$ cat src/rtl/core/bjsl_pkg.sv
// Package for the slope limiter: shared widths and parameter defaults.
// No dependencies; used by every module of the block.
package bjsl_pkg;

    localparam int FRAC_BITS_DEF = 16;
    localparam int AVG_W         = 32;
    localparam int DIFF_W        = AVG_W + 1;

endpackage

$ cat src/rtl/core/bjsl_merge.sv
// Merge stage: clamps each lane's quotient at one and keeps the smaller.
// Depends on bjsl_pkg.
module bjsl_merge
    import bjsl_pkg::*;
#(
    parameter int FRAC_BITS = FRAC_BITS_DEF
) (
    input  logic                i_clk,
    input  logic                i_en,
    input  logic [FRAC_BITS:0]  i_quot_l,
    input  logic                i_one_l,
    input  logic [FRAC_BITS:0]  i_quot_r,
    input  logic                i_one_r,
    output logic [FRAC_BITS:0]  o_phi
);

    localparam logic [FRAC_BITS:0] ONE = (FRAC_BITS+1)'(1) << FRAC_BITS;

    logic [FRAC_BITS:0] w_pl, w_pr;
    logic [FRAC_BITS:0] r_phi;

    assign w_pl = (i_one_l || i_quot_l > ONE) ? ONE : i_quot_l;
    assign w_pr = (i_one_r || i_quot_r > ONE) ? ONE : i_quot_r;

    always_ff @(posedge i_clk) begin
        if (i_en) begin
            r_phi <= (w_pl < w_pr) ? w_pl : w_pr;
        end
    end

    assign o_phi = r_phi;

endmodule

$ cat config.mk
export PLATFORM = sky130hd
export DESIGN_NAME = bjsl_merge
export DESIGN_NICKNAME = d
export VERILOG_FILES = /design/src/rtl/core/bjsl_pkg.sv /design/src/rtl/core/bjsl_merge.sv
export SDC_FILE = /design/constraint.sdc
export NUM_CORES = 1
export LEC_CHECK = 0
export BUFFER_PORTS_ARGS = -buffer_cell sky130_fd_sc_hd__buf_4
export CORE_ASPECT_RATIO = 0.75
export CORE_MARGIN = 2
export CORE_UTILIZATION = 45
export CTS_CLUSTER_SIZE = 24
export DETAILED_ROUTE_END_ITERATION = 10
export PLACE_DENSITY = 0.84
export REMOVE_ABC_BUFFERS = 1
export SLEW_MARGIN = 10
export SYNTH_ARGS = -nofsm -noshare
export SYNTH_HDL_FRONTEND = slang
export SYNTH_SLANG_ARGS = --single-unit
export TNS_END_PERCENT = 100
$ cat constraint.sdc
create_clock -name i_clk -period 6.9 [get_ports i_clk]
set_input_delay 0.69 -clock i_clk [delete_from_list [all_inputs] [get_ports i_clk]]
set_output_delay 0.69 -clock i_clk [all_outputs]
set_load 0.05 [all_outputs]
Word level (Yosys, flattened, before mapping)

Cells that the tools add are included.
Widths: inputs -> output; s select.

Reduce and logical (&&, ||, !) cells: 2
Muxes and demuxes: 3
$lt $le $gt $ge: 3

Operator list:

| cell                 | count |
|---|---|
| $mux 17              | 3 |
| $gt 17x17->1 const B | 2 |
| $lt 17x17->1         | 1 |
| $logic_or 1x1->1     | 2 |

Register bits: 17
Logic and storage cells: 9
Output and inout port bits: 17

Logic depth before layout (Yosys ltp)

Word-level depth: 5
Depth in mapped cells: 12
Depth with buffers taken out: 11

Least setup slack after synthesis

No wires, ideal clock.

Path type: input port to flip-flop
Start point: input i_quot_l[5]
End point: register r_phi[11], in the netlist o_phi[11], data pin
Path slack: 3864 ps
Stages on the path: 12
Setup time: 259 ps
Arrival: 2777 ps
Buffers on the path: 1
Data required time: 6641 ps
Path through: nor4_1 -> nand4_1 -> a21oi_2 -> nand2_1 -> inv_1 -> ha_1 -> a21o_1 -> a21o_1 -> a22oi_4 -> nand3_4 -> buf_12 -> mux2i_1

Word-level cells in the longest chain between the ends: 5

RTL lines:

| what                 | line             | text |
|---|---|---|
| start, declared      | bjsl_merge.sv:10 | `input logic [FRAC_BITS:0] i_quot_l,` |
| $gt 17x17->1         | bjsl_merge.sv:22 | `assign w_pl = (i_one_l \|\| i_quot_l > ONE) ? ONE : i_quot_l;` |
| $logic_or 1x1->1     | bjsl_merge.sv:22 |  |
| $mux 17 *            | bjsl_merge.sv:22 |  |
| $lt 17x17->1         | bjsl_merge.sv:27 | `r_phi <= (w_pl < w_pr) ? w_pl : w_pr;` |
| $mux 17 *            | bjsl_merge.sv:27 |  |
| end signal, assigned | bjsl_merge.sv:27 |  |
| end, declared        | bjsl_merge.sv:20 | `logic [FRAC_BITS:0] r_phi;` |

Mark *: on every way between the ends. The rest lies on a longest branch, timed or not.
A chain may end at the register's enable or synchronous reset.

Worst setup path in the final report

Start point: input i_quot_l[13]
End point: register r_phi[16], in the netlist o_phi[16], data pin

The elaborated chain is that of the path after synthesis.

==> flow_metrics.tcl <==
set metrics [dict create \
    nets 256 \
    drcViolationCount 0 \
    grt_start_max_net_pins 18 \
    arrival_ns 3.33 \
    cp-end-kind "register" \
    die_h_um 52.4 \
    p_int_w 0.000217 \
    pwr_density_cell_nw_per_um2 181 \
    slew_violations 0 \
    route.detailed.wl_per_inst_um 14.2 \
    h-tree-depth 1 \
    grt_overflow 0 \
    worst_slew_pin_slew_ns 0.641 \
    cts_hold_buffers 0 \
    cts_root_buf "clkbuf_8" \
    die_w_um 68.5 \
    grt.total_usage_pct 20.1 \
    numCtsBuffers 3 \
    grt_pass1_vias 1181 \
    crit_path_cell_trace "buf_4 -> nor4_1 -> nand4_1 -> a21oi_2 -> nand2_1 -> inv_1 -> ha_1 -> a21o_1 -> a21o_1 -> a22oi_4 -> nand3_4 -> mux2i_1" \
    final_core_util_pct 63.6 \
    cts_tree "yes" \
    holdWs_ns 0.810 \
    crit_top_cell "a21o_1" \
    via_per_inst 5.43 \
    syn_area_um2 1400 \
    antenna_cells 0 \
    dieArea_um2 3590 \
    finalCriticalPeriod_ns 3.35 \
    area_delta_synth_final_pct 33.9 \
    yosysWarnings 0 \
    postRouteWirelength_um 3380 \
    max_cap_violations 0 \
    ant_nets 0 \
    rsz0062_at_grt "no" \
    synth-seq-cells 17 \
    sw_frac_of_total_pct 36.3 \
    path_max_fanout 16 \
    synthCells 145 \
    min_path_type "in -> reg" \
    slowest_delay_ns 0.41 \
    synth_cell_types 28 \
    p_seq_share_pct 37.7 \
    crit_buf_inv 2 \
    hold_violations 0 \
    place_hpwl_um 2750 \
    synth_area_per_cell_um2 9.68 \
    cpLargestDelayFamily "simple AND/OR/NAND/NOR gates" \
    power.leakage_nw 0.967 \
    comb_power_share_pct 39.5 \
    critPathRequiredTime_ns 6.88 \
    initial_core_util_pct 47.5 \
    io_buffers 54 \
    largest_reg_flops 17 \
    drt_iter0_drc 130 \
    io_pins 55 \
    first_pass_iters 5 \
    clock_sinks 17 \
    grt_pass1_wl_um 5270 \
    post_cts_buffers 0 \
    maxSlewHeadroom_pct 57.1 \
    cts_resized 0 \
    fin_tns_setup_ns 0 \
    finalCritPeriodShare_pct 48.5 \
    cts.path.max_buffers 2 \
    critical_path_class "in -> reg" \
    p_sw_w 0.000124 \
    yosysSeqAreaShare_pct 36.4 \
    setup_viol 0 \
    p_clk_share_pct 22.8 \
    ir_drop_mv 0.0839 \
    grt_antenna_before_repair 0 \
    place_congestion 0.891 \
    core_um2 2960 \
    status "finished clean" \
    vias 1297 \
    path_clk_slew_ns 0.07 \
    num_rows 17 \
    max_freq_ghz 0.299 \
    drive_gt1_share_pct 32.8 \
    critPathSlowestCell "nor4_1" \
    critPathLaunchType "input port" \
]
[power groups by stage]
stage | Sequential [W] | Clock [W] | Combinational [W]
4_1_cts | 0.000129 | 0.0000783 | 0.000135
5_1_grt | 0.000129 | 0.0000839 | 0.000144
3_5_place_dp | 0.000131 | 0 | 0.000134
6_report | 0.000128 | 0.0000778 | 0.000135
3_3_place_gp | 0.000130 | 0 | 0.000133
2_1_floorplan | 0.000167 | 0 | 0.0000522
[kinds of logic (layout without fill, tap and decap cells)]
kind of cell | Yosys count | in the layout | share of synthesized area [%]
compound gates | 21 | 21 | 11.1
fa+ha+maj | 16 | 16 | 14.3
buf+inv | 19 | 75 | 6.24
flops | 17 | 17 | 36.4
mux | 16 | 16 | 11.4
simple gates | 56 | 56 | 20.7
[Yosys cell counts]
| library cell | count | share of area, % |
|---|---|---|
| nor2_1 | 3 | 0.80 |
| and2_1 | 1 | 0.45 |
| nand4_1 | 4 | 1.8 |
| o22ai_1 | 1 | 0.45 |
| a21oi_1 | 6 | 2.1 |
| nand2_1 | 35 | 9.4 |
| clkbuf_1 | 1 | 0.27 |
| nor4_1 | 7 | 3.1 |
| o21ai_0 | 3 | 1.1 |
| mux2i_1 | 16 | 11 |
| a21oi_2 | 1 | 0.62 |
| a22oi_4 | 1 | 1.5 |
| nand3_4 | 1 | 1.2 |
| edfxtp_1 | 17 | 36 |
| nor4_4 | 1 | 1.5 |
| a21o_1 | 2 | 1.1 |
| inv_1 | 17 | 4.5 |
| or3_1 | 1 | 0.45 |
| a21oi_4 | 1 | 1.2 |
| o21ai_2 | 1 | 0.62 |
| buf_12 | 1 | 1.4 |
| or3b_1 | 1 | 0.62 |
| o211ai_1 | 1 | 0.53 |
| ha_1 | 16 | 14 |
| nor2_2 | 1 | 0.45 |
| a31oi_1 | 3 | 1.3 |
| nand4_2 | 1 | 0.89 |
| a21boi_0 | 1 | 0.53 |
[layout by cell type, fill, tap and decap left out]
cell type,instances
a21o_1,2
a22oi_4,1
nand4_1,4
and2_1,1
nand2_1,35
edfxtp_1,17
nor4_4,1
nor4_1,7
ha_1,16
nor2_2,1
inv_1,17
a31oi_1,3
a21oi_2,1
o21ai_2,1
o21ai_0,3
clkinv_2,1
o211ai_1,1
or3_1,1
a21oi_1,6
mux2i_1,16
nor2_1,3
buf_4,54
o22ai_1,1
nand3_4,1
clkbuf_8,3
nand4_2,1
or3b_1,1
a21oi_4,1
a21boi_0,1
[area by class of cell]
class	instances	area, µm²
multi-input combinational	109	806
sequential	17	510
tap	38	47.5
clock buffer	3	41.3
inverter	17	63.8
timing repair buffer	54	405
clock inverter	1	5.00
fill	255	1080
[layer usage]
| layer | part of all wire (%) | GRT usage (%) |
|---|---|---|
| met1 | 45 | 27.2 |
| met2 | 45 | 32.4 |
| met3 | 8.5 | 5.59 |
| met4 | 1.4 | 3.00 |
| met5 | 0 | 0 |
[stage by stage]
stage	cell area [µm²]	power, W	worst slack, ns	cells
after floorplan	1380	0.000219	3.88	143
after global placement	1830	0.000263	3.34	235
after detailed placement	1830	0.000265	3.30	235
after CTS	1880	0.000342	3.57	239
after global routing	1880	0.000358	3.41	239
final	1880	0.000341	3.55	239
[worst paths after layout]
kind                         start         to  slack [ns]  cells after the start
worst max-delay path  i_quot_l[13]  o_phi[16]        3.55                     12
worst min-delay path   i_quot_l[2]   o_phi[2]        0.81                      3
(Power assumes the default switching activity.)
