==> config.mk <==
export PLATFORM = sky130hd
export DESIGN_NAME = bjsl_lane
export DESIGN_NICKNAME = d
export VERILOG_FILES = /design/src/rtl/core/bjsl_pkg.sv /design/src/rtl/core/bjsl_lane.sv
export SDC_FILE = /design/constraint.sdc
export NUM_CORES = 2
export LEC_CHECK = 0
export BUFFER_PORTS_ARGS = -buffer_cell sky130_fd_sc_hd__buf_4
export CORE_MARGIN = 1.5
export CORE_UTILIZATION = 35
export DETAILED_ROUTE_END_ITERATION = 16
export GPL_TIMING_DRIVEN = 0
export RECOVER_POWER = 100
export SLEW_MARGIN = 30
export SYNTH_ARGS = -nofsm -noshare
export SYNTH_HDL_FRONTEND = slang
export SYNTH_SLANG_ARGS = --single-unit
==> constraint.sdc <==
create_clock -name i_clk -period 7.88 [get_ports i_clk]
set_input_delay 0 -clock i_clk [delete_from_list [all_inputs] [get_ports i_clk]]
set_output_delay 0 -clock i_clk [all_outputs]
set_load 0.005 [all_outputs]
==> src/rtl/core/bjsl_pkg.sv <==
// Package for the slope limiter: shared widths and parameter defaults.
// No dependencies; used by every module of the block.
package bjsl_pkg;

    localparam int FRAC_BITS_DEF = 16;
    localparam int AVG_W         = 32;
    localparam int DIFF_W        = AVG_W + 1;

endpackage

==> src/rtl/core/bjsl_lane.sv <==
// One vertex lane: difference, bound selection, scaled numerator and a
// bit-per-stage restoring divider. Depends on bjsl_pkg.
module bjsl_lane
    import bjsl_pkg::*;
#(
    parameter int FRAC_BITS = FRAC_BITS_DEF,
    localparam int NS = FRAC_BITS + 5
) (
    input  logic                    i_clk,
    input  logic [NS-1:0]           i_en,
    input  logic [FRAC_BITS:0]      i_scale,
    input  logic signed [AVG_W-1:0] i_vert,
    input  logic signed [AVG_W-1:0] i_avg_t,
    input  logic signed [AVG_W-1:0] i_avg_n,
    output logic [FRAC_BITS:0]      o_quot,
    output logic                    o_force_one
);

    localparam int CW = DIFF_W + FRAC_BITS + 1;
    localparam int NB = FRAC_BITS + 1;

    logic signed [AVG_W-1:0]  r_vert, r_avg_t, r_avg_n;
    logic [DIFF_W-1:0]        r_num, r_den1, r_den2;
    logic                     r_zero1, r_zero2;
    logic [CW-1:0]            r_prod;

    logic signed [DIFF_W-1:0] n_diff;
    logic [DIFF_W-1:0]        n_num, n_den;

    logic [CW-1:0]            r_rem  [NB+1];
    logic [DIFF_W-1:0]        r_dq   [NB+1];
    logic [FRAC_BITS:0]       r_quot [NB+1];
    logic                     r_flag [NB+1];

    always_ff @(posedge i_clk) begin
        if (i_en[0]) begin
            r_vert  <= i_vert;
            r_avg_t <= i_avg_t;
            r_avg_n <= i_avg_n;
        end
    end

    always_comb begin
        n_diff = DIFF_W'(r_vert) - DIFF_W'(r_avg_t);
        n_num  = '0;
        n_den  = '0;
        if (!n_diff[DIFF_W-1]) begin
            n_den = n_diff;
            if (r_avg_n > r_avg_t) begin
                n_num = DIFF_W'(r_avg_n) - DIFF_W'(r_avg_t);
            end
        end else begin
            n_den = -n_diff;
            if (r_avg_n < r_avg_t) begin
                n_num = DIFF_W'(r_avg_t) - DIFF_W'(r_avg_n);
            end
        end
    end

    always_ff @(posedge i_clk) begin
        if (i_en[1]) begin
            r_num   <= n_num;
            r_den1  <= n_den;
            r_zero1 <= (n_diff == '0);
        end
        if (i_en[2]) begin
            r_prod  <= CW'(i_scale) * CW'(r_num);
            r_den2  <= r_den1;
            r_zero2 <= r_zero1;
        end
        // A quotient of two or more is caught here; below it the divider
        // only needs FRAC_BITS+1 quotient bits.
        if (i_en[3]) begin
            r_rem[0]  <= r_prod;
            r_dq[0]   <= r_den2;
            r_quot[0] <= '0;
            r_flag[0] <= r_zero2 || (r_prod >= (CW'(r_den2) << NB));
        end
    end

    for (genvar j = 0; j < NB; j++) begin : g_div
        logic [CW-1:0] w_sh;
        logic          w_ge;
        assign w_sh = CW'(r_dq[j]) << (FRAC_BITS - j);
        assign w_ge = (r_rem[j] >= w_sh);
        always_ff @(posedge i_clk) begin
            if (i_en[4+j]) begin
                r_rem[j+1]  <= w_ge ? r_rem[j] - w_sh : r_rem[j];
                r_dq[j+1]   <= r_dq[j];
                r_quot[j+1] <= {r_quot[j][FRAC_BITS-1:0], w_ge};
                r_flag[j+1] <= r_flag[j];
            end
        end
    end

    assign o_quot      = r_quot[NB];
    assign o_force_one = r_flag[NB];

endmodule

# After elaboration in Yosys (flattened, before gate mapping)
# Memory sizes are Yosys's and may differ from the RTL's.
# Index checks and enable logic that the tools add are counted.
classes:
  n_div: 0
  n_mul: 1
  n_eq_ne: 0
  bitwise_logic: 0
  mux: 57
  addsub: 21
  reduce_logical: 2
  n_shift: 0
  order_cmp: 20
ops:
  columns: ["operator", "n"]
  rows:
  - ["$mux W50", 17]
  - ["$mux W33", 3]
  - ["$sub A32 B32 Y33", 3]
  - ["$ge A50 B33 Y1", 1]
  - ["$ge A50 B34 Y1", 1]
  - ["$ge A50 B35 Y1", 1]
  - ["$ge A50 B36 Y1", 1]
  - ["$ge A50 B37 Y1", 1]
  - ["$ge A50 B38 Y1", 1]
  - ["$ge A50 B39 Y1", 1]
  - ["$ge A50 B40 Y1", 1]
  - ["$ge A50 B41 Y1", 1]
  - ["$ge A50 B42 Y1", 1]
  - ["$ge A50 B43 Y1", 1]
  - ["$ge A50 B44 Y1", 1]
  - ["$ge A50 B45 Y1", 1]
  - ["$ge A50 B46 Y1", 1]
  - ["$ge A50 B47 Y1", 1]
  - ["$ge A50 B48 Y1", 1]
  - ["$ge A50 B49 Y1", 1]
  - ["$ge A50 B50 Y1", 1]
  - ["$mul A17 B33 Y50", 1]
  - ["$sub A50 B33 Y50", 1]
  - ["$sub A50 B34 Y50", 1]
  - ["22 further kinds", 57]
word_totals:
  word_cells: 115
  memories: 4
  ram_bits: 1818
  register_bits: 247
  in_bits: 135
  out_inout_bits: 18
  rom_bits: 0
  latch_bits: 0
memory_table:
  columns: ["memory", "depth", "width", "read_ports", "rd_clocked_by_memory_dff", "wr", "line_no", "text"]
  rows:
  - ["r_rem", 18, 50, 17, 0, 18, "bjsl_lane.sv:30", "logic [CW-1:0] r_rem [NB+1];"]
  - ["r_dq", 18, 33, 17, 0, 18, "bjsl_lane.sv:31", "logic [DIFF_W-1:0] r_dq [NB+1];"]
  - ["r_quot", 18, 17, 18, 0, 18, "bjsl_lane.sv:32", "logic [FRAC_BITS:0] r_quot [NB+1];"]
  - ["r_flag", 18, 1, 18, 0, 18, "bjsl_lane.sv:33", "logic r_flag [NB+1];"]

# Longest topological paths before layout
logic_depth:
  depth_word: 3
  mapped_depth: 26
  mapped_depth_nobuf: 25

# Least setup slack after synthesis
# OpenSTA, ideal clock, no wires.
synth_path:
  kind: "reg2reg"
  startpoint: "register r_num[10]"
  endpoint: "register r_prod[43], data pin"
  path_stages_with_launch: 24
  arrival_time_ps: 6348
  synth_period_minus_slack_ps: 6613
  setup_time_ps: 265
  slack_ps: 1267
  t_required_ps: 7615
  cell_sequence: "edfxtp_1 clkbuf_1 nand2_1 fa_1 fa_1 fa_1 inv_1 fa_1 fa_1 inv_1 fa_1 inv_1 ha_1 a21o_1 a21o_1 a21o_1 a21o_1 a21oi_1 a31oi_1 o21ai_0 o21ai_0 a221oi_1 o21ai_0 xor2_1"
synth_via:
  elab_chain_cells: 1
synth_lines:
  columns: ["item", "line_no", "text"]
  rows:
  - ["start: declaration", "bjsl_lane.sv:23", "logic [DIFF_W-1:0] r_num, r_den1, r_den2;"]
  - ["start signal: assignment", "bjsl_lane.sv:62", "r_num <= n_num;"]
  - ["$mul A17 B33 Y50", "bjsl_lane.sv:67", "r_prod <= CW'(i_scale) * CW'(r_num);"]
  - ["end signal: assignment", "bjsl_lane.sv:67", null]
  - ["end: declaration", "bjsl_lane.sv:25", "logic [CW-1:0] r_prod;"]
# No other way between the ends.
# A chain may end at the register's enable or synchronous reset.

# Worst setup path after layout
layout_path:
  startpoint: "register r_num[17]"
  endpoint: "register r_prod[43], data pin"
# Same word-level chain as after synthesis.

==> results.md <==
- Status: finished with violations
- Failing checks: max-capacitance violations, max-slew violations
- Global-route usage over all layers: 0.184
- Fin crit period: 7.74 ns
- Final setup violation count: 0
- Arr. time, crit path: 8.36 ns
- Most frequent cells in the layout: edfxtp_1 (1829), inv_1 (1410), nand2_1 (1053), ha_1 (817), a21oi_1 (784)
- Area of the multi-input gates: 56200 um2
- YS warnings: 0
- Slowest cell on crit path: edfxtp_1
- Post-Syn Nets: 12407
- Syn_area_per_cell: 10.7 um2
- P&R area growth vs syn: 12.8%
- Vias: 83169
- Die Width: 583 um
- Area contributors post-synth: edfxtp_1 (47%), ha_1 (8.7%), fa_1 (8.2%), inv_1 (4.5%), nand2_1 (3.4%)
- Reg2reg end: r_prod[43]
- R2R Setup Slk: 0.14 ns
- Final Slew Violations: 1832
- FF/Latch Area: 54900 um2
- Worst path cell trace: clkbuf_1 > nand2_1 > fa_1 > inv_1 > fa_1 > fa_1 > fa_1 > fa_1 > inv_1 > fa_1 > inv_1 > ha_1 > clkbuf_1 > a21o_1 > a21o_1 > a21oi_1 > o21ai_0 > or3_1 > o21ai_1 > o21ai_0 > a221oi_1 > o21ai_0 > xor2_1
- Via/cell ratio: 5.16
- Mapped Area: 118000 um2
- Initial antenna violation count: 15
- RSZ-0062 raised after global routing: yes
- Top-Level Pins: 153
- Post-synth EDFFs: 1829
- Final period util: 0.982
- Yosys reg bits: 1829
- CTS buffer count: 202
- Port Buf Inserts: 152
- Worst Skew: 0.103 ns
- Gate Count Post-Synth: 10972
- Fraction of registers with async set or reset after synthesis: 0
- Reg2Reg Depth: 23
- Data required, critical path: 8.50 ns
- CP Launch Type: flop
- Initial DRC Count: 6804
- TritonCTS sink count: 1829
- CP max FO: 10
- Drt pass-1 iters: 8
- CP startpoint: r_num[17]
- Hold Crit Class: input port to flop
- Fmax: 129 MHz
- Stages on the worst setup path: 23
- Largest area contributor in the netlist: edfxtp_1
- Crit Reg-Reg Startpoint: r_num[17]
- Post-Route WL: 317 mm
- Std-Cell Rows: 212
- CTS root buffer: clkbuf_16
- WP buf/inv: 5
- CP most frequent cell: fa_1
- Post-synth top flop: edfxtp_1
- GRT overflow: 0
- CP top delay family: adder cells
- Post-synthesis sequential area ratio: 0.466
- Worst setup EP type: flop
- First-pass GRT wire length: 484 mm
- Synth top area share: 0.466
- Worst hold stages: 5
- Cell variety after synth: 94
- Vias in the first global route: 81719
- Die outline area: 340000 um2
- Finished Layout Cells: 16108
- DRC: 0
- Fillcell total: 32452
- CTS tree: yes
- Largest net degree at the start of global routing: 101
- Detail Placement HPWL: 250 mm
- CP Class: flop to flop
- CP Capture Point: r_prod[43]
- Max_cap viols: 25
- Nets: 12990
- Remaining antenna violation count: 0
- Post-DR wirelength/cell: 19.7 um
- Die height: 583 um
- Count of final hold-check violations: 0
- Final Util: 0.398
- Htree depth: 4
- Clock latency at the later pin of the worst-skew pair: 0.88 ns
- Area of the core: 334000 um2
- Crit path largest cell delay: 0.56 ns
- Layout cells sized above 1: 0.0471
- Cell total after placement: 15511
- Initial Utilization: 0.352
- Maximum buffer depth of the clock tree: 4
- Register clock-pin slew on the reported worst setup and hold paths: 0.06 ns
- Rel. slew slack: -2.89
- Hold Worst Slack: 0.118 ns
- GP Congestion: 0.926
- Worst slew pin tran: 5.83 ns
- Commonest non-fill, non-tap cell in the layout: edfxtp_1
==> stage by stage <==
step                TNS, ns  setup slack, ns  cell area [um2]
global placement     -0.199           -0.199           124000
finish                    0            0.139           133000
floorplan                 0             1.27           118000
detailed placement   -0.313           -0.265           124000
CTS                       0          0.00382           133000
global route        -0.0329          -0.0329           133000
==> Yosys cell counts (22+ instances only) <==
cell type     n
a21boi_0     35
clkbuf_1    288
a31oi_1      76
mux2i_1      22
mux2_2       71
nor2b_1     103
or4_1        25
a211oi_1     57
nand3_1     149
nor3_1      131
a21o_1      388
nand3b_1     22
o31a_1       24
nor2_1      542
o31ai_1      65
nand4_1     118
ha_1        817
inv_1      1407
a21oi_1     784
o211ai_1     35
o21a_1       94
xor2_1      311
nand2b_1    106
o21bai_1     82
nand2_1    1053
a221oi_1     48
edfxtp_1   1829
and3_1       58
xnor2_1     355
o21ai_0     614
fa_1        483
nor4_1       77
and2_1      256
or3_1        45
or2_2        27
o22a_1       22
==> state kept, by name (all words and copies together), names as in the netlist <==
register / cells
r_prod: 50
r_rem: 850
r_den2: 33
r_avg_t: 32
r_zero2: 1
r_avg_n: 32
r_vert: 32
r_quot: 153
r_dq: 561
r_zero1: 1
r_flag: 18
r_num: 33
r_den1: 33
==> timing repair <==
item                                     CTS  global route
endpoints found under the setup margin     2            11
setup buffers                              2             5
hold buffers                             216             0
gates cloned                               0             0
resized for setup                         11            25
hold endpoints to repair                1928             0
==> metal layers <==
layer / global-route usage / vias up / wire length (um)
li1: - / 39888 / -
met1: 0.239 / 40487 / 136000
met2: 0.315 / 2316 / 154000
met3: 0.0249 / 470 / 17700
met4: 0.0566 / 8 / 10300
met5: 0 / - / 47
==> cell families (layout without fill, tap and decap cells) <==
group	Yosys count	count (layout)	share of synthesized area
buf+inv	1734	2475	0.0557
simple gates	2804	2804	0.115
compound gates	2546	2546	0.136
other cells	0	8	0
mux	93	93	0.00866
flops	1829	1829	0.466
fa+ha+maj	1300	1300	0.169
xor+xnor	666	666	0.0495
==> worst register-to-register path, cell delays in order (launching register included) <==
cell and delay (ns):
edfxtp_1 0.56, clkbuf_1 0.52, nand2_1 0.15, fa_1 0.52, inv_1 0.05, fa_1 0.54, fa_1 0.55, fa_1 0.52
fa_1 0.54, inv_1 0.05, fa_1 0.53, inv_1 0.04, ha_1 0.28, clkbuf_1 0.18, a21o_1 0.19, a21o_1 0.16
a21oi_1 0.15, o21ai_0 0.16, or3_1 0.40, o21ai_1 0.27, o21ai_0 0.24, a221oi_1 0.53, o21ai_0 0.18, xor2_1 0.16
==> cell type report <==
| class | instances | area share |
|---|---|---|
| well taps | 4387 | 0.0413 |
| clock buffers | 232 | 0.0397 |
| inverters | 1411 | 0.0399 |
| flip-flops and latches | 1829 | 0.413 |
| repair buffers | 379 | 0.0242 |
| plain buffers | 323 | 0.00936 |
| clock inverters | 130 | 0.00898 |
| diodes | 8 | 0.000151 |
| multi-input cells | 7409 | 0.423 |
==> how the worst min path moves through the flow <==
stage,startpoint,to
after floorplan,i_avg_n[0],r_avg_n[0]
after global placement,i_vert[0],r_vert[0]
after detailed placement,i_vert[1],r_vert[1]
after CTS,i_scale[1],r_prod[2]
after global routing,i_scale[1],r_prod[2]
final,i_scale[1],r_prod[2]
Power is left out: the tool's default activity adds up to more than one toggle a clock period on the data nets, which glitch-free logic cannot reach.
